## src/plcda_pkg.sv

```systemverilog
`timescale 1ns / 1ps
// Package: widths, device codes, status codes and the prefix decode table.
package plcda_pkg;

  localparam int ADDRESS_BITS = 24;
  localparam int MAX_CHARS    = 16;
  localparam int IDX_W        = $clog2(MAX_CHARS + 1);
  localparam int SUM_W        = ADDRESS_BITS + 5;
  localparam int START_W      = 24;
  localparam int IN_DATA_W    = 24;
  localparam int OUT_DATA_W   = 72;

  typedef enum logic [1:0] {
    ST_OK      = 2'd0,
    ST_UNKNOWN = 2'd1,
    ST_SUBTYPE = 2'd2,
    ST_EMPTY   = 2'd3
  } status_e;

  localparam logic [7:0] DEV_M  = 8'h90;
  localparam logic [7:0] DEV_X  = 8'h9C;
  localparam logic [7:0] DEV_Y  = 8'h9D;
  localparam logic [7:0] DEV_D  = 8'hA8;
  localparam logic [7:0] DEV_W  = 8'hB4;
  localparam logic [7:0] DEV_L  = 8'h92;
  localparam logic [7:0] DEV_F  = 8'h93;
  localparam logic [7:0] DEV_V  = 8'h94;
  localparam logic [7:0] DEV_B  = 8'hA0;
  localparam logic [7:0] DEV_R  = 8'hAF;
  localparam logic [7:0] DEV_S  = 8'h98;
  localparam logic [7:0] DEV_Z  = 8'hCC;
  localparam logic [7:0] DEV_SN = 8'hC8;
  localparam logic [7:0] DEV_SS = 8'hC7;
  localparam logic [7:0] DEV_SC = 8'hC6;
  localparam logic [7:0] DEV_ZR = 8'hB0;
  localparam logic [7:0] DEV_TC = 8'hC0;
  localparam logic [7:0] DEV_TS = 8'hC1;
  localparam logic [7:0] DEV_TN = 8'hC2;
  localparam logic [7:0] DEV_CN = 8'hC5;
  localparam logic [7:0] DEV_CS = 8'hC4;
  localparam logic [7:0] DEV_CC = 8'hC3;

  localparam logic [7:0] CH_STAR = 8'h2A;

  typedef struct packed {
    logic [7:0] code;
    logic       type_flag;
    logic [7:0] second;
    logic       hex;
    status_e    status;
  } dev_t;

  function automatic dev_t mk_dev(input logic [7:0] code, input logic type_flag,
                                  input logic [7:0] second, input logic hex,
                                  input status_e status);
    dev_t d;
    d.code      = code;
    d.type_flag = type_flag;
    d.second    = second;
    d.hex       = hex;
    d.status    = status;
    return d;
  endfunction

  function automatic logic [7:0] upcase(input logic [7:0] c);
    return (c >= "a" && c <= "z") ? c - 8'd32 : c;
  endfunction

  function automatic dev_t dev_first(input logic [7:0] u);
    dev_t d;
    unique case (u) inside
      "M": d = mk_dev(DEV_M, 1'b1, CH_STAR, 1'b0, ST_OK);
      "X": d = mk_dev(DEV_X, 1'b1, CH_STAR, 1'b1, ST_OK);
      "Y": d = mk_dev(DEV_Y, 1'b1, CH_STAR, 1'b1, ST_OK);
      "D": d = mk_dev(DEV_D, 1'b1, CH_STAR, 1'b0, ST_OK);
      "W": d = mk_dev(DEV_W, 1'b0, CH_STAR, 1'b1, ST_OK);
      "L": d = mk_dev(DEV_L, 1'b1, CH_STAR, 1'b0, ST_OK);
      "F": d = mk_dev(DEV_F, 1'b1, CH_STAR, 1'b0, ST_OK);
      "V": d = mk_dev(DEV_V, 1'b1, CH_STAR, 1'b0, ST_OK);
      "B": d = mk_dev(DEV_B, 1'b1, CH_STAR, 1'b1, ST_OK);
      "R": d = mk_dev(DEV_R, 1'b1, CH_STAR, 1'b0, ST_OK);
      "S": d = mk_dev(DEV_S, 1'b1, CH_STAR, 1'b0, ST_OK);
      "Z": d = mk_dev(DEV_Z, 1'b0, CH_STAR, 1'b0, ST_OK);
      "T", "C": d = mk_dev(8'h00, 1'b0, CH_STAR, 1'b0, ST_SUBTYPE);
      default: d = mk_dev(8'h00, 1'b0, CH_STAR, 1'b0, ST_UNKNOWN);
    endcase
    return d;
  endfunction

endpackage

```

## src/plc_device_address_parser.sv

```systemverilog
`timescale 1ns / 1ps
// Top level: device address string parser, one character per word.
//
// Input stream carries one character of an address string (D100, X1A, TN5,
// ZR20, ...) per word, with tlast on the final character and the point count
// sampled on that word. A zero first character marks an empty string.
// Prefix letters are decoded in either case; the device number accumulates in
// radix 10 or 16, skips a hex 0x lead, stops at the first invalid character
// and saturates at the address width.
// Output stream carries one result word per string, registered in the cycle
// after the tlast word is taken; tuser holds the status code.
// Throughput is one character per cycle: the prefix decode and the
// multiply-by-10-or-16 plus digit are combinational between the parse state
// and the result register. The output register parts the two sides: input
// is taken whenever that register is empty or being drained, so a stalled
// receiver stops input only once a result is waiting.
// Reset clears the parse state and empties the output register; the next
// word is then the first character of a new string.
module plc_device_address_parser
  import plcda_pkg::*;
(
  input  logic                  clk_i,
  input  logic                  rst_ni,
  input  logic                  s_axis_tvalid_i,
  output logic                  s_axis_tready_o,
  // [7:0] char_in, [23:8] point_count
  input  logic [IN_DATA_W-1:0]  s_axis_tdata_i,
  input  logic                  s_axis_tlast_i,
  output logic                  m_axis_tvalid_o,
  input  logic                  m_axis_tready_i,
  // [7:0] device_code, [8] type_flag, [16:9] prefix_first,
  // [24:17] prefix_second, [48:25] start_address, [64:49] count_out, zero above
  output logic [OUT_DATA_W-1:0] m_axis_tdata_o,
  // [1:0] status
  output logic [1:0]            m_axis_tuser_o
);

  logic [IDX_W-1:0]        idx_q, idx_d;
  logic [7:0]              first_q, first_d;
  dev_t                    dev_q, dev_d;
  logic [ADDRESS_BITS-1:0] acc_q, acc_d;
  logic                    stop_q, stop_d;
  logic                    out_valid_q, out_valid_d;
  logic [OUT_DATA_W-1:0]   out_data_q, out_data_d;
  logic [1:0]              out_user_q, out_user_d;

  logic                    in_acc;
  logic [7:0]              c, u;
  logic [15:0]             count;
  logic [IDX_W-1:0]        dig_start, pos;
  logic                    is_dec, is_hex_lc, is_hex_uc, dig_ok, skip_x, run_digit;
  logic [3:0]              dval;
  logic [SUM_W-1:0]        ext, prod, sum;
  logic [ADDRESS_BITS-1:0] sat;

  assign s_axis_tready_o = !out_valid_q || m_axis_tready_i;
  assign in_acc          = s_axis_tvalid_i && s_axis_tready_o;
  assign c               = s_axis_tdata_i[7:0];
  assign count           = s_axis_tdata_i[23:8];
  assign u               = upcase(c);

  // digit path
  always_comb begin
    dig_start = (dev_q.second == CH_STAR) ? IDX_W'(1) : IDX_W'(2);
    pos       = idx_q - dig_start;
    is_dec    = (c >= "0") && (c <= "9");
    is_hex_lc = dev_q.hex && (c >= "a") && (c <= "f");
    is_hex_uc = dev_q.hex && (c >= "A") && (c <= "F");
    dig_ok    = is_dec || is_hex_lc || is_hex_uc;
    if (is_dec) begin
      dval = 4'(c - "0");
    end else if (is_hex_lc) begin
      dval = 4'(c - "a" + 8'd10);
    end else begin
      dval = 4'(c - "A" + 8'd10);
    end
    skip_x = dev_q.hex && (pos == IDX_W'(1)) && (acc_q == '0) && ((c == "x") || (c == "X"));
    ext    = SUM_W'(acc_q);
    prod   = dev_q.hex ? (ext << 4) : ((ext << 3) + (ext << 1));
    sum    = prod + SUM_W'(dval);
    sat    = (sum[SUM_W-1:ADDRESS_BITS] != '0) ? '1 : sum[ADDRESS_BITS-1:0];
  end

  always_comb begin
    idx_d       = idx_q;
    first_d     = first_q;
    dev_d       = dev_q;
    acc_d       = acc_q;
    stop_d      = stop_q;
    run_digit   = 1'b0;
    out_valid_d = out_valid_q && !m_axis_tready_i;
    out_data_d  = out_data_q;
    out_user_d  = out_user_q;

    if (idx_q < IDX_W'(MAX_CHARS)) begin
      idx_d = idx_q + IDX_W'(1);
      if (idx_q == '0) begin
        if (c == 8'h00) begin
          dev_d.status = ST_EMPTY;
          first_d      = 8'h00;
        end else begin
          dev_d   = dev_first(u);
          first_d = u;
        end
      end else if (dev_q.status != ST_EMPTY) begin
        if (idx_q == IDX_W'(1)) begin
          if (dev_q.status != ST_UNKNOWN) begin
            case (first_q)
              "S": begin
                if (u == "N") begin
                  dev_d = mk_dev(DEV_SN, 1'b0, "N", 1'b0, dev_q.status);
                end else if (u == "S") begin
                  dev_d = mk_dev(DEV_SS, 1'b1, "S", 1'b0, dev_q.status);
                end else if (u == "C") begin
                  dev_d = mk_dev(DEV_SC, 1'b1, "C", 1'b0, dev_q.status);
                end else begin
                  run_digit = 1'b1;
                end
              end
              "Z": begin
                if (u == "R") begin
                  dev_d = mk_dev(DEV_ZR, 1'b0, "R", 1'b1, dev_q.status);
                end else begin
                  run_digit = 1'b1;
                end
              end
              "T": begin
                if (u == "C") begin
                  dev_d = mk_dev(DEV_TC, 1'b1, "C", 1'b0, ST_OK);
                end else if (u == "S") begin
                  dev_d = mk_dev(DEV_TS, 1'b1, "S", 1'b0, ST_OK);
                end else if (u == "N") begin
                  dev_d = mk_dev(DEV_TN, 1'b1, "N", 1'b0, ST_OK);
                end
              end
              "C": begin
                if (u == "N") begin
                  dev_d = mk_dev(DEV_CN, 1'b1, "N", 1'b0, ST_OK);
                end else if (u == "S") begin
                  dev_d = mk_dev(DEV_CS, 1'b1, "S", 1'b0, ST_OK);
                end else if (u == "C") begin
                  dev_d = mk_dev(DEV_CC, 1'b1, "C", 1'b0, ST_OK);
                end
              end
              default: begin
                run_digit = 1'b1;
              end
            endcase
          end
        end else begin
          run_digit = 1'b1;
        end
      end
    end

    if (run_digit && !stop_q && (dev_q.status == ST_OK) && !skip_x) begin
      if (dig_ok) begin
        acc_d = sat;
      end else begin
        stop_d = 1'b1;
      end
    end

    if (!in_acc) begin
      idx_d   = idx_q;
      first_d = first_q;
      dev_d   = dev_q;
      acc_d   = acc_q;
      stop_d  = stop_q;
    end else if (s_axis_tlast_i) begin
      out_valid_d = 1'b1;
      out_user_d  = dev_d.status;
      if (dev_d.status == ST_OK) begin
        out_data_d = {7'd0, count, START_W'(acc_d), dev_d.second, first_d,
                      dev_d.type_flag, dev_d.code};
      end else begin
        out_data_d = {7'd0, count, START_W'(0), 8'h00,
                      (dev_d.status == ST_EMPTY) ? 8'h00 : first_d, 1'b0, 8'h00};
      end
      idx_d   = '0;
      first_d = '0;
      dev_d   = '0;
      acc_d   = '0;
      stop_d  = 1'b0;
    end
  end

  always_ff @(posedge clk_i or negedge rst_ni) begin
    if (!rst_ni) begin
      idx_q       <= '0;
      first_q     <= '0;
      dev_q       <= '0;
      acc_q       <= '0;
      stop_q      <= 1'b0;
      out_valid_q <= 1'b0;
    end else begin
      idx_q       <= idx_d;
      first_q     <= first_d;
      dev_q       <= dev_d;
      acc_q       <= acc_d;
      stop_q      <= stop_d;
      out_valid_q <= out_valid_d;
    end
  end

  always_ff @(posedge clk_i) begin
    out_data_q <= out_data_d;
    out_user_q <= out_user_d;
  end

  assign m_axis_tvalid_o = out_valid_q;
  assign m_axis_tdata_o  = out_data_q;
  assign m_axis_tuser_o  = out_user_q;

  a_last_gives_result: assert property (@(posedge clk_i) disable iff (!rst_ni)
    in_acc && s_axis_tlast_i |=> m_axis_tvalid_o)
    else $error("result not presented after final character");

  a_last_clears_state: assert property (@(posedge clk_i) disable iff (!rst_ni)
    in_acc && s_axis_tlast_i |=> (idx_q == '0) && (acc_q == '0) && !stop_q)
    else $error("parse state not cleared after final character");

  a_index_bound: assert property (@(posedge clk_i) disable iff (!rst_ni)
    idx_q <= IDX_W'(MAX_CHARS))
    else $error("character index beyond limit");

  a_error_zero_fields: assert property (@(posedge clk_i) disable iff (!rst_ni)
    m_axis_tvalid_o && (m_axis_tuser_o != ST_OK) |->
      (m_axis_tdata_o[8:0] == '0) && (m_axis_tdata_o[48:17] == '0))
    else $error("error result carries device fields");

  a_empty_no_prefix: assert property (@(posedge clk_i) disable iff (!rst_ni)
    (dev_q.status == ST_EMPTY) |-> (first_q == 8'h00))
    else $error("empty string holds a prefix letter");

endmodule
```

## config.mk

```make
export PLATFORM = sky130hd
export DESIGN_NAME = plc_device_address_parser
export DESIGN_NICKNAME = d
export VERILOG_FILES = /design/src/plcda_pkg.sv /design/src/plc_device_address_parser.sv
export SDC_FILE = /design/constraint.sdc
export NUM_CORES = 1
export LEC_CHECK = 0
export BUFFER_PORTS_ARGS = -buffer_cell sky130_fd_sc_hd__buf_2
export CAP_MARGIN = 20
export CORE_AREA = 2 2 101 176
export DETAILED_ROUTE_END_ITERATION = 10
export DIE_AREA = 0 0 103 178
export MAX_ROUTING_LAYER = met4
export PLACE_DENSITY = 0.78
export SYNTH_ARGS = -nofsm -noshare
export SYNTH_HDL_FRONTEND = slang
export SYNTH_SLANG_ARGS = --single-unit
```

## constraint.sdc

```tcl
create_clock -name clk_i -period 3.8 [get_ports clk_i]
set_input_delay 0.76 -clock clk_i [delete_from_list [all_inputs] [get_ports clk_i]]
set_output_delay 0.76 -clock clk_i [all_outputs]
set_load 0.01 [all_outputs]
```

## Word level (Yosys, flattened, before mapping)

Cells that the tools add are included.

- Latch bits: 0
- Bits in read-only memories: 0
- Bits of input ports: 29
- Flip-flop bits (word level): 126
- Memories: 0
- Output and inout port bits: 76
- Bits in writable memories: 0

- Multipliers: 0
- Magnitude comparators: 8
- $add $sub $neg: 10
- Reductions and logical operators: 40
- Divide/modulo/power cells: 0
- Equality and inequality tests: 33
- Shifts and indexed selects: 0
- Muxes and demuxes: 52
- Bitwise gates (word level): 0

Operator list:

| operator | number |
|---|---|
| $mux 20 | 16 |
| $pmux 20 s13 | 1 |
| $eq 8x7->1 const B | 21 |
| $mux 24 | 4 |
| $pmux 20 s4 | 1 |
| $mux 8 | 6 |
| $add 28x4->29 | 1 |
| $add 27x25->28 | 1 |
| $mux 28 | 1 |
| $le 8x7->1 const B | 3 |
| $logic_not 24->1 | 1 |
| $mux 18 | 1 |
| $ne 6x6->1 const B | 3 |
| $mux 17 | 1 |
| $ge 8x7->1 const B | 2 |
| $logic_and 1x1->1 | 14 |
| $mux 1 | 14 |
| $sub 4x1->4 const B | 3 |
| $reduce_and 11->1 | 1 |
| $eq 5x1->1 const B | 2 |
| $mux 5 | 2 |
| $reduce_bool 3->1 | 3 |
| $add 4x4->4 const B | 2 |
| $eq 8x6->1 const B | 1 |
| 25 further kinds | 38 |

## Depth between registers and ports, before layout

Gate-level depths: netlist of run 1.

- Depth in word-level cells: 18
- Gate-level depth with buffers: 22
- Gate-level depth less buffers: 19

## Worst setup path after synthesis of run 1

OpenSTA, ideal clock, no wires.

- Path type: input to register
- From: input s_axis_tdata_i[0]
- To: register out_data_q[37], in the netlist m_axis_tdata_o[37] (data pin)
- Path buffers: 3
- Required time: 3,656 ps
- Stages on the path: 21
- Arrival: 4,276 ps
- Library setup time: 144 ps
- Slack: -620 ps
- Cell sequence: inv_1 > ha_1 > clkbuf_1 > nor2_1 > o21ai_0 > a32o_1 > nand3_1 > nand2_1 > xnor2_1 > ha_1 > a21o_1 > a21oi_1 > nor3_1 > nor3b_2 > nand4_2 > nor3_4 > nand3_1 > mux2_4 > buf_6 > buf_12 > a21oi_4

- Longest elaborated chain between the ends: 17

Ends and longest elaborated chain:

| what | RTL line | text |
|---|---|---|
| start, declared | plc_device_address_parser.sv:27 | `input logic [IN_DATA_W-1:0] s_axis_tdata_i,` |
| branches (longest 17 deep; another with $add 28x4->29) | - |  |
| end signal, assigned | plc_device_address_parser.sv:207 | `out_data_q <= out_data_d;` |
| end, declared | plc_device_address_parser.sv:44 | `logic [OUT_DATA_W-1:0] out_data_q, out_data_d;` |

Parallel ways; which one is timed is not known. The select of a mux whose other input is x is not followed.
A chain may end at the register's enable or synchronous reset.

## Worst setup path after layout of run 1

- From: input s_axis_tdata_i[0]
- To: register acc_q[5]

- Longest elaborated chain between the ends: 18

Ends and longest elaborated chain:

| what | RTL line | text |
|---|---|---|
| branches (longest 16 deep; another with $add 28x4->29) | - |  |
| $mux 24 * | plc_device_address_parser.sv:156 | `if (run_digit && !stop_q && (dev_q.status == ST_OK) && !skip_x) begin` |
| $mux 24 * | plc_device_address_parser.sv:170 | `end else if (s_axis_tlast_i) begin` |
| end signal, assigned | plc_device_address_parser.sv:193 | `acc_q <= '0;` |
| end signal, assigned | plc_device_address_parser.sv:200 | `acc_q <= acc_d;` |
| end, declared | plc_device_address_parser.sv:41 | `logic [ADDRESS_BITS-1:0] acc_q, acc_d;` |

Mark *: on every way between the ends.

==> summary.txt, run 1 <==
Clock tree
  • Clk slew on worst S/H paths: approximately 0.06 ns
  • CTS max path bufs: 2
  • CTS tree: yes
  • Root Buffer: clkbuf_16
  • Total CTS buffers: 17
  • Clk Latency, worst-skew pair: approximately 0.43 ns
  • CTS Hold Bufs: 0
  • H-tree Lvls: 4
  • Clk sinks: 126

Critical path
  • R2r setup slk: ~0.08 ns
  • Critical Path Sink Type: register
  • Setup CP Type: in -> reg
  • Cell depth of the worst flop-to-flop path: 15
  • CP max-delay cell: mux2_4
  • Critical register-to-register path startpoint: acc_q[2]$_DFFE_PN0P_
  • Critical path's largest stage delay: 0.42 ns
  • FF-to-FF End: acc_q[5]$_DFFE_PN0P_
  • Worst-path cell chain: buf_12, inv_12, ha_4, nor2_2, o21ai_1, a32o_2, nand3_4, nand2_4, xnor2_1, ha_1, buf_4, a21oi_2, nor3_2, nor3b_4, nand4_2, nor3_4, nand3_2, mux2_4, clkbuf_16, a31oi_1
  • CP max FO: 7
  • CP Data Arrival Time: ~4 ns
  • CP Launch Type: input port
  • CP Data Required Time: a little over 4 ns

Synthesis
  • Syn avg cell area: roughly 9.1 um^2
  • Most common cell in the netlist: o21ai_0
  • Synthesized cell area: around 9000 um^2
  • Most frequent cells after synthesis: o21ai_0 (124), nand2_1 (107), a21oi_1 (79)
  • Register area share after synthesis: 0.387
  • Post-synth EDFFs: 67
  • Syn Inst Count: between 900 and 1000
  • Synth top area cells: edfxtp_1 (22%), dfrtp_1 (16%), o21ai_0 (6.9%), ha_1 (5.3%), nand2_1 (4.5%)
  • Cell variety after synth: between 90 and 100
  • Synth area leader: edfxtp_1
  • Fraction of registers with async set or reset after synthesis: 0.468
  • Post-synth top area share: 0.223
  • Ys flop type: edfxtp_1
  • Yosys warns: 0
  • Synth Register Bits: 126

Drt
  • Via/cell ratio: approximately 6.3
  • DRC Markers: 0
  • Starting DRT DRC Count: around 600
  • Routed Antenna Nets: 0
  • Drt pass-1 iters: 5
  • Wire per inst: about 21 um
  • DR vias: between 8000 and 9000
  • Routed WL: between 20000 and 30000 um

Timing
  • RSZ-0062 raised after global routing: true
  • Fin crit period: about 3.8 ns
  • Fin. Hold Viols: 0
  • FMAX: ~0.27 GHz
  • Slew @ Worst Pin: 0.934 ns
  • Clock Skews: 0.0117 ns
  • Setup Viol. Count Final: 0
  • Final period utilization: 0.990
  • Slew headroom: 0.373
  • Final Worst Setup Slack: ~0.038 ns
  • Max-slew violations: 0

Placement
  • Post-detail-place hpwl: ~21000 um
  • Pre-CTS setup slack: -0.561 ns
  • Gpl congestion: ~1
  • Port Buf Inserts: 97

Floorplanning
  • Initial core utilization: 0.534
  • Die width: slightly above 100 um
  • # rows: 63
  • Die ar.: 18300 um^2
  • # IOs: between 100 and 150
  • Total core area: around 17000 um^2
  • Die Y-Extent: around 180 um

Worst hold path
  • Hold Path Depth: 2
  • Hold path start: dev_q[18]$_DFFE_PN0P_
  • Worst min path class: reg -> reg
  • Worst Hold Path EP: dev_q[18]$_DFFE_PN0P_

Final layout
  • Layout cells sized above 1: 0.297
  • Syn-to-layout area delta: 27.5%
  • Nets: approximately 1200
  • Antenna diodes: 0
  • Post-layout utilization of the core: 0.681
  • Sequential Area: about 3500 um^2
  • Fillers: ~1400
  • Multi-input gate area: 5450 um^2

Status
  • Status: finished, final reports clean

Global route
  • Grt total ovfl: 0
  • Largest net degree at the start of global routing: 60
  • First-pass GRT wire length: 45200 um
  • GRT Total Usage: 0.332
  • Vias in the first global route: about 8600
  • Initial antenna violation count: 0

Pwr
  • VDD IR max: 0.299 mV
  • Leakage: between 0.004 and 0.005 uW
  • Power per cell area: about 370 nW/um^2

Flow run
  • Max cap viols: 0
==> sequential cells by signal (all words and copies together) (netlist names) <==
| signal | flops |
|---|---|
| acc_q | 24 |
| m_axis_tuser_o | 2 |
| idx_q | 5 |
| m_axis_tdata_o | 65 |
| stop_q | 1 |
| first_q | 8 |
| dev_q | 20 |
| m_axis_tvalid_o | 1 |
==> worst max-delay path: cells and delay by family <==
| kind | cells | cell delay, ns |
|---|---|---|
| AND/OR/NAND/NOR | 8 | 1.20 |
| multiplexers | 1 | 0.42 |
| AO/OA/AOI/OAI | 4 | 0.57 |
| adder cells (fa/ha/maj) | 2 | 0.50 |
| buffers and inverters | 4 | 0.48 |
| XOR/XNOR | 1 | 0.15 |
==> layout by cell type (no fill, tap or decap), types with 5 or more instances in the layout <==
cell type,n
nand4_1,15
buf_12,6
nor3_1,6
a21oi_1,70
and3_1,8
a21o_1,10
nor4_1,7
nor2b_1,17
clkinv_4,5
edfxtp_1,67
o31ai_1,6
xnor2_1,25
nor2_1,75
buf_4,112
a21oi_2,10
o211ai_1,6
or3_1,5
and2_1,10
a31oi_1,31
xor2_1,9
nand2b_1,13
dfrtp_1,59
buf_2,95
a22o_1,10
o21a_1,8
o22ai_1,7
o21ai_0,116
mux2i_1,10
o21ai_1,9
inv_1,15
a21oi_4,20
conb_1,7
ha_1,32
nand2_1,104
clkbuf_16,20
nand3_1,19
a211oi_1,5
==> what timing repair did <==
action / in CTS / in global routing
resized for setup: 14 / 55
pin swaps: 9 / 16
setup buffers: 2 / 4
cloned: 0 / 4
setup endpoints to repair: 48 / 48
==> report_power, final <==
| part | switching [uW] | total (uW) | leakage (uW) | internal (uW) |
|---|---|---|---|---|
| clock | 645 | 1620 | 0.000288 | 973 |
| combinational | 633 | 1020 | 0.00307 | 389 |
| sequential | 77.9 | 1630 | 0.00144 | 1550 |
==> per-stage QoR <==
step / TNS [ns] / cell area, um^2 / instances / power (uW) / hold WS (ns)
after floorplan: -7.07 / 9130 / 998 / 2220 / 0.450
final: 0 / 11500 / 1415 / 4270 / 0.489
after global routing: -2.58 / 11500 / 1415 / 4420 / 0.505
after CTS: 0 / 11100 / 1407 / 4220 / 0.491
after global placement: -15.46 / 10500 / 1373 / 2580 / 0.465
after detailed placement: -20.85 / 10500 / 1373 / 2600 / 0.478
==> cells by family (layout without fill, tap and decap cells) <==
logic type,count (synthesis),count (layout),synth area share
other,1,7,0.000416
buffers and inverters,83,273,0.0447
XOR/XNOR,36,36,0.0358
AND/OR/NAND/NOR,328,328,0.183
AO/OA/AOI/OAI,364,364,0.275
flip-flops,126,126,0.387
adder cells (fa/ha/maj),41,41,0.0594
multiplexers,13,13,0.0153
==> worst max-delay path by stage <==
stage / from / to / slack [ns] / depth (start not counted)
2_1_floorplan: s_axis_tdata_i[1] / m_axis_tdata_o[37]$_SDFFCE_PN0P_ / -0.26 / 21
3_3_place_gp: s_axis_tdata_i[1] / m_axis_tdata_o[48]$_SDFFCE_PN0P_ / -0.46 / 20
3_5_place_dp: s_axis_tdata_i[1] / m_axis_tdata_o[48]$_SDFFCE_PN0P_ / -0.56 / 20
4_1_cts: s_axis_tdata_i[0] / m_axis_tdata_o[48]$_SDFFCE_PN0P_ / 0.02 / 20
5_1_grt: s_axis_tdata_i[0] / acc_q[5]$_DFFE_PN0P_ / -0.09 / 20
6_report: s_axis_tdata_i[0] / acc_q[5]$_DFFE_PN0P_ / 0.04 / 20
==> layer usage <==
layer  wire, um  GRT usage  up-vias
met1       9870      0.331     4203
met3       1780     0.0556      164
met4       2200      0.194        0
met5          0          -        -
met2      15900      0.591      450
li1           -          -     4051
==> final cells by class <==
class / instances / share of cell area
Inverter: 19 / 0.00838
Timing Repair Buffer: 222 / 0.138
Multi-Input combinational cell: 789 / 0.474
Tap cell: 227 / 0.0247
Sequential cell: 126 / 0.304
Clock inverter: 15 / 0.0140
Clock buffer: 17 / 0.0370
No activity file was read; power rests on OpenSTA's default activity.
==> run 2, diff against run 1 <==
- ABC_AREA: not set -> 1
- CORE_AREA: 2 2 101 176 -> 2 2 104 182
- DIE_AREA: 0 0 103 178 -> 0 0 106 184
- RECOVER_POWER: not set -> 100
==> summary.txt, run 2 <==
Clock tree
  • Clk sinks: roughly 130
  • CTS max path bufs: 2
  • H-tree Lvls: 4
  • Clk Latency, worst-skew pair: ~0.44 ns
  • Root Buffer: clkbuf_16
  • Clk slew on worst S/H paths: ~0.060 ns
  • CTS tree: yes
  • Total CTS buffers: 17
  • CTS Hold Bufs: 0

Floorplanning
  • Initial core utilization: 0.542
  • # IOs: approximately 110
  • Total core area: ~18000 um^2
  • Die Y-Extent: 184 um
  • Die ar.: slightly below 20000 um^2
  • # rows: 65
  • Die width: 106 um

Critical path
  • Critical path's largest stage delay: between 0.3 and 0.4 ns
  • CP Data Arrival Time: slightly above 4 ns
  • CP max-delay cell: o311ai_4
  • Setup CP Type: in -> reg
  • CP max FO: 11
  • CP Launch Type: input port
  • Critical Path Sink Type: register
  • CP Data Required Time: roughly 4.0 ns

Pwr
  • Pint: between 3000 and 4000 uW
  • Clock power share: 0.287
  • Sw power: ~2400 uW
  • Power per cell area: 493 nW/um^2
  • VDD IR max: 0.396 mV
  • Leakage: between 0.005 and 0.006 uW
  • Seq pwr share: 0.302
  • Sw Ratio: 0.417
  • Comb pwr share: 0.411

Final layout
  • Nets: 1634
  • Fillers: 1604
  • Most frequent cells in the layout: nand2_1 (403), inv_1 (204), nor2_1 (151)
  • Non-filler cells, final: between 1500 and 2000
  • Most common cell after layout, fill and taps aside: nand2_1
  • Syn-to-layout area delta: 20.7%
  • Max FFs per register: 65
  • Antenna diodes: 0
  • Layout cells sized above 1: 0.157

Placement
  • Post-detail-place hpwl: 24100 um
  • Port Buf Inserts: 97
  • Placed cell count: approximately 1800
  • Gpl congestion: 1.02

Global route
  • GRT Total Usage: 0.337
  • Largest net degree at the start of global routing: between 50 and 60
  • Initial antenna violation count: 0
  • First-pass GRT wire length: just under 50000 um
  • Vias in the first global route: around 10000
  • Grt total ovfl: 0

Timing
  • FMAX: ~0.26 GHz
  • Hold Slack: 0.500 ns
  • Total negative setup slack: -1.72 ns
  • Fin crit period: between 3 and 4 ns
  • Slew @ Worst Pin: ~1.9 ns
  • Clock Skews: 0.0118 ns
  • Setup Viol. Count Final: 37
  • Final Worst Setup Slack: -0.0782 ns
  • Max-slew violations: 33
  • Slew headroom: -0.268
  • Fin. Hold Viols: 0
  • RSZ-0062 raised after global routing: true
  • Final period utilization: 1.02

Drt
  • DRC Markers: 0
  • Routed WL: ~32000 um
  • Via/cell ratio: 5.60
  • Drt pass-1 iters: 5
  • Wire per inst: about 18 um
  • Starting DRT DRC Count: 695
  • DR vias: a little over 10000
  • Routed Antenna Nets: 0

Synthesis
  • Syn Inst Count: 1401
  • Register area share after synthesis: 0.358
  • Synth area leader: edfxtp_1
  • Post-synth top area share: 0.207
  • Synthesized cell area: a little under 10000 um^2
  • Yosys warns: 0
  • Synth Register Bits: between 100 and 150
  • Fraction of registers with async set or reset after synthesis: 0.468
  • Post-synth EDFFs: 67
  • Cell variety after synth: 47
  • Syn avg cell area: 6.95 um^2
  • Most common cell in the netlist: nand2_1
  • Synth top area cells: edfxtp_1 (21%), nand2_1 (16%), dfrtp_1 (15%), inv_1 (7.9%), nor2_1 (6.1%)
  • Most frequent cells after synthesis: nand2_1 (410), inv_1 (206), nor2_1 (159)
  • Ys flop type: edfxtp_1

Worst hold path
  • Worst min path class: in -> reg

Status
  • Violated checks: capacitance limit, slew limit, setup timing
  • Status: finished with violations

Flow run
  • Max cap viols: 1
[run 2: cell families after synthesis]
| kind of cell | after synthesis | share of synthesized area |
|---|---|---|
| buffers and inverters | 257 | 0.112 |
| XOR/XNOR | 19 | 0.0171 |
| other | 1 | 0.000385 |
| flip-flops | 126 | 0.358 |
| adder cells (fa/ha/maj) | 41 | 0.0550 |
| AO/OA/AOI/OAI | 154 | 0.0911 |
| AND/OR/NAND/NOR | 803 | 0.366 |
[run 2: power groups by stage]
stage / sequential [uW] / clock, uW / combinational, uW
after global routing: 1770 / 1720 / 2590
final: 1750 / 1660 / 2380
after global placement: 1760 / 0 / 2160
after CTS: 1740 / 1660 / 2220
after floorplan: 1750 / 0 / 1510
after detailed placement: 1770 / 0 / 2200
[run 2: final cells by class]
| type | count | area [um^2] | area share |
|---|---|---|---|
| Clock inverter | 14 | 156 | 0.0133 |
| Tap cell | 234 | 293 | 0.0249 |
| Multi-Input combinational cell | 1024 | 5410 | 0.460 |
| Timing Repair Buffer | 180 | 1150 | 0.0978 |
| Inverter | 215 | 830 | 0.0706 |
| Sequential cell | 126 | 3490 | 0.297 |
| Clock buffer | 18 | 429 | 0.0365 |
[run 2: metrics by stage]
stage	utilization	setup WS [ns]	cell area (um^2)	power, uW
global route	0.654	-0.345	11800	6070
finish	0.654	-0.0782	11800	5790
floorplan	-	-0.184	9830	3270
global placement	0.612	-0.525	11000	3930
CTS	0.646	-0.00488	11600	5630
detailed placement	0.612	-0.603	11000	3960
[run 2: worst paths after layout]
path	from	to	slack [ns]	cells after the start
worst min-delay path	s_axis_tdata_i[11]	m_axis_tdata_o[52]$_DFFE_PP_	0.50	1
worst max-delay path	s_axis_tdata_i[0]	m_axis_tdata_o[30]$_SDFFCE_PN0P_	-0.08	27
max in group asynchronous	rst_ni	acc_q[7]$_DFFE_PN0P_	1.28	2
min in group asynchronous	rst_ni	dev_q[17]$_DFFE_PN0P_	0.85	1
worst min register to register	stop_q$_DFFE_PN0P_	stop_q$_DFFE_PN0P_	0.55	2
worst max register to register	idx_q[1]$_DFFE_PN0P_	m_axis_tdata_o[0]$_SDFFCE_PN0P_	0.16	11
[run 2: critical path, delay by kind of cell]
kind            cells  cell delay (ns)
fa+ha+maj           2             0.50
buf+inv             4             0.35
compound gates      3             0.56
simple gates       17             1.70
xor+xnor            1             0.18
[run 2: per-layer routing]
metal  global-route usage  routed length (um)  vias to the layer above  share of wire
li1                     -                   -                     4845              -
met5                    -                   0                        -              0
met2                0.614               17100                      429           0.54
met1                0.315               10600                     4695           0.33
met4                0.256                2610                        0          0.082
met3               0.0454                1630                      169          0.051
[run 2: what timing repair did]
action | 4_1_cts | 5_1_grt
resized for setup | 6 | 45
cloned | 0 | 1
pin swaps | 7 | 18
endpoints found under the setup margin | 47 | 48
buffers inserted | 2 | 7
==> run 3, diff against run 2 <==
--- a/config.mk
+++ b/config.mk
@@ -10,4 +10,5 @@
 export CAP_MARGIN = 20
 export CORE_AREA = 2 2 104 182
+export CTS_BUF_LIST = sky130_fd_sc_hd__clkbuf_16
 export DETAILED_ROUTE_END_ITERATION = 10
 export DIE_AREA = 0 0 106 184
==> constraint.sdc (replaced) <==
create_clock -name clk_i -period 3.8 [get_ports clk_i]
set_input_delay 0.38 -clock clk_i [delete_from_list [all_inputs] [get_ports clk_i]]
set_output_delay 0.38 -clock clk_i [all_outputs]
set_load 0.01 [all_outputs]
==> summary.txt, run 3 (same netlist as run 2, synthesis figures left out) <==
Clock tree
  • CTS max path bufs: 2
  • CTS tree: yes
  • Clk slew on worst S/H paths: around 0.070 ns
  • Total CTS buffers: 17
  • Clk sinks: 126
  • H-tree Lvls: 4
  • Clk Latency, worst-skew pair: around 0.44 ns
  • Root Buffer: clkbuf_16

Placement
  • Post-detail-place hpwl: ~23000 um
  • Gpl congestion: 1.02
  • Port Buf Inserts: 97
  • Placed cell count: ~1700
  • Pre-CTS setup slack: -0.154 ns

Drt
  • Routed Antenna Nets: 0
  • Wire per inst: between 15 and 20 um
  • DR vias: 9974
  • Routed WL: 31600 um
  • Starting DRT DRC Count: between 600 and 700
  • DRC Markers: 0
  • Via/cell ratio: between 5 and 6
  • Drt pass-1 iters: 5

Floorplanning
  • Initial core utilization: 0.542
  • Die ar.: approximately 20000 um^2
  • # IOs: roughly 110
  • Die width: ~110 um
  • Die Y-Extent: roughly 180 um
  • # rows: 65
  • Total core area: 18000 um^2

Critical path
  • Critical Path Sink Type: register
  • CP Data Arrival Time: between 3 and 4 ns
  • CP Data Required Time: 3.99 ns
  • CP Launch Type: input port
  • Critical register-to-register path startpoint: acc_q[0]$_DFFE_PN0P_
  • Critical Path Start: s_axis_tdata_i[0]
  • Setup CP Type: in -> reg
  • CP max FO: 6

Timing
  • Setup Viol. Count Final: 0
  • Fin. Hold Viols: 0
  • FMAX: roughly 0.28 GHz
  • Final Worst Setup Slack: around 0.21 ns
  • Clock Skews: about 0.015 ns
  • Max-slew violations: 70
  • Final period utilization: 0.944
  • Fin crit period: about 3.6 ns
  • Slew @ Worst Pin: 2.12 ns
  • Hold Slack: approximately 0.12 ns
  • Slew headroom: -0.413

Pwr
  • Power per cell area: about 500 nW/um^2
  • VDD IR max: 0.456 mV
  • Total power: around 5600 uW
  • Leakage: ~0.0055 uW

Worst hold path
  • Worst min path class: in -> reg
  • Hold path start: s_axis_tdata_i[13]

Final layout
  • Max FFs per register: 65
  • Non-filler cells, final: about 1800
  • Most frequent cells in the layout: nand2_1 (413), inv_1 (208), nor2_1 (158)
  • Antenna diodes: 0
  • Syn-to-layout area delta: 15.9%
  • Fillers: ~1700
  • Most common cell after layout, fill and taps aside: nand2_1
  • Post-layout utilization of the core: 0.628
  • Layout cells sized above 1: 0.120
  • Nets: between 1500 and 2000

Global route
  • Vias in the first global route: around 9900
  • GRT Total Usage: 0.335
  • Initial antenna violation count: 0
  • Largest net degree at the start of global routing: 52
  • Grt total ovfl: 0
  • First-pass GRT wire length: around 49000 um

Status
  • Status: finished with violations
  • Violated checks: capacitance limit, slew limit

Flow run
  • Max cap viols: 2
==> run 3: changes by cell type in the layout (fill, tap and decap cells not counted), sizes merged <==
| cell | change |
|---|---|
| bufinv | -1 |
| dlygate4sd3 | +1 |
| clkinv | -3 |
| clkinvlp | +1 |
| inv | +4 |
| clkbuf | +2 |
| buf | -28 |
==> run 3: metrics by stage <==
| step | TNS (ns) | cell area (um^2) |
|---|---|---|
| 6_report | 0 | 11300 |
| 5_1_grt | -1.19 | 11300 |
| 4_1_cts | 0 | 11300 |
| 3_5_place_dp | -3.25 | 10700 |
| 3_3_place_gp | -0.797 | 10700 |
| 2_1_floorplan | 0 | 9770 |
==> run 3: final timing paths <==
| path | to | slack, ns | cells after the start |
|---|---|---|---|
| hold reg to reg | first_q[6]$_DFFE_PN0P_ | 0.52 | 2 |
| hold / removal | m_axis_tdata_o[54]$_DFFE_PP_ | 0.12 | 1 |
| min in group asynchronous | first_q[2]$_DFFE_PN0P_ | 0.42 | 2 |
| max in group asynchronous | acc_q[1]$_DFFE_PN0P_ | 1.05 | 3 |
| setup reg to reg | m_axis_tdata_o[45]$_SDFFCE_PN0P_ | 0.22 | 19 |
| setup / recovery | m_axis_tdata_o[43]$_SDFFCE_PN0P_ | 0.21 | 27 |
==> run 3: layout make-up <==
type / count / area, um^2 / share of cell area
clock buffer: 17 / 425 / 0.0377
tap: 234 / 293 / 0.0259
multi-input combinational: 1024 / 5200 / 0.461
timing repair buffer: 156 / 925 / 0.0819
clock inverter: 15 / 150 / 0.0133
sequential: 126 / 3490 / 0.309
inverter: 215 / 807 / 0.0715
==> run 3: worst max-delay path, cell delays in order <==
cell       delay [ns]
buf_2            0.10
inv_1            0.05
ha_2             0.19
inv_2            0.06
o21ai_2          0.06
o311ai_4         0.35
nand2_1          0.18
xor2_2           0.20
ha_1             0.31
nand3_2          0.07
nand3_2          0.07
nand2_1          0.07
nor2_2           0.12
nand3_2          0.11
nor2_4           0.16
nand2_2          0.06
nor2_2           0.10
nand3_1          0.09
nor2_2           0.14
nand4_1          0.12
nor2_1           0.12
nand2_1          0.09
nand2_4          0.18
clkbuf_16        0.19
nand3_1          0.09
nand2_1          0.07
nor2_1           0.04
==> run 3: timing repair <==
action                                  CTS  global route
hold buffers                              0             1
setup buffers                             0             4
hold endpoints to repair                  0             5
endpoints found under the setup margin    0            37
resized for setup                         0            16
==> run 3: metal layers <==
metal / track usage / routed length, um / up-vias
li1: - / - / 4797
met3: 0.0344 / 1350 / 128
met4: 0.221 / 2120 / 0
met2: 0.635 / 17600 / 388
met1: 0.314 / 10500 / 4661
met5: - / 0 / -
==> run 3: power breakdown <==
| group | internal, uW | switching, uW |
|---|---|---|
| combinational | 724 | 1500 |
| clock | 923 | 721 |
| sequential | 1610 | 141 |
| total | 3260 | 2360 |
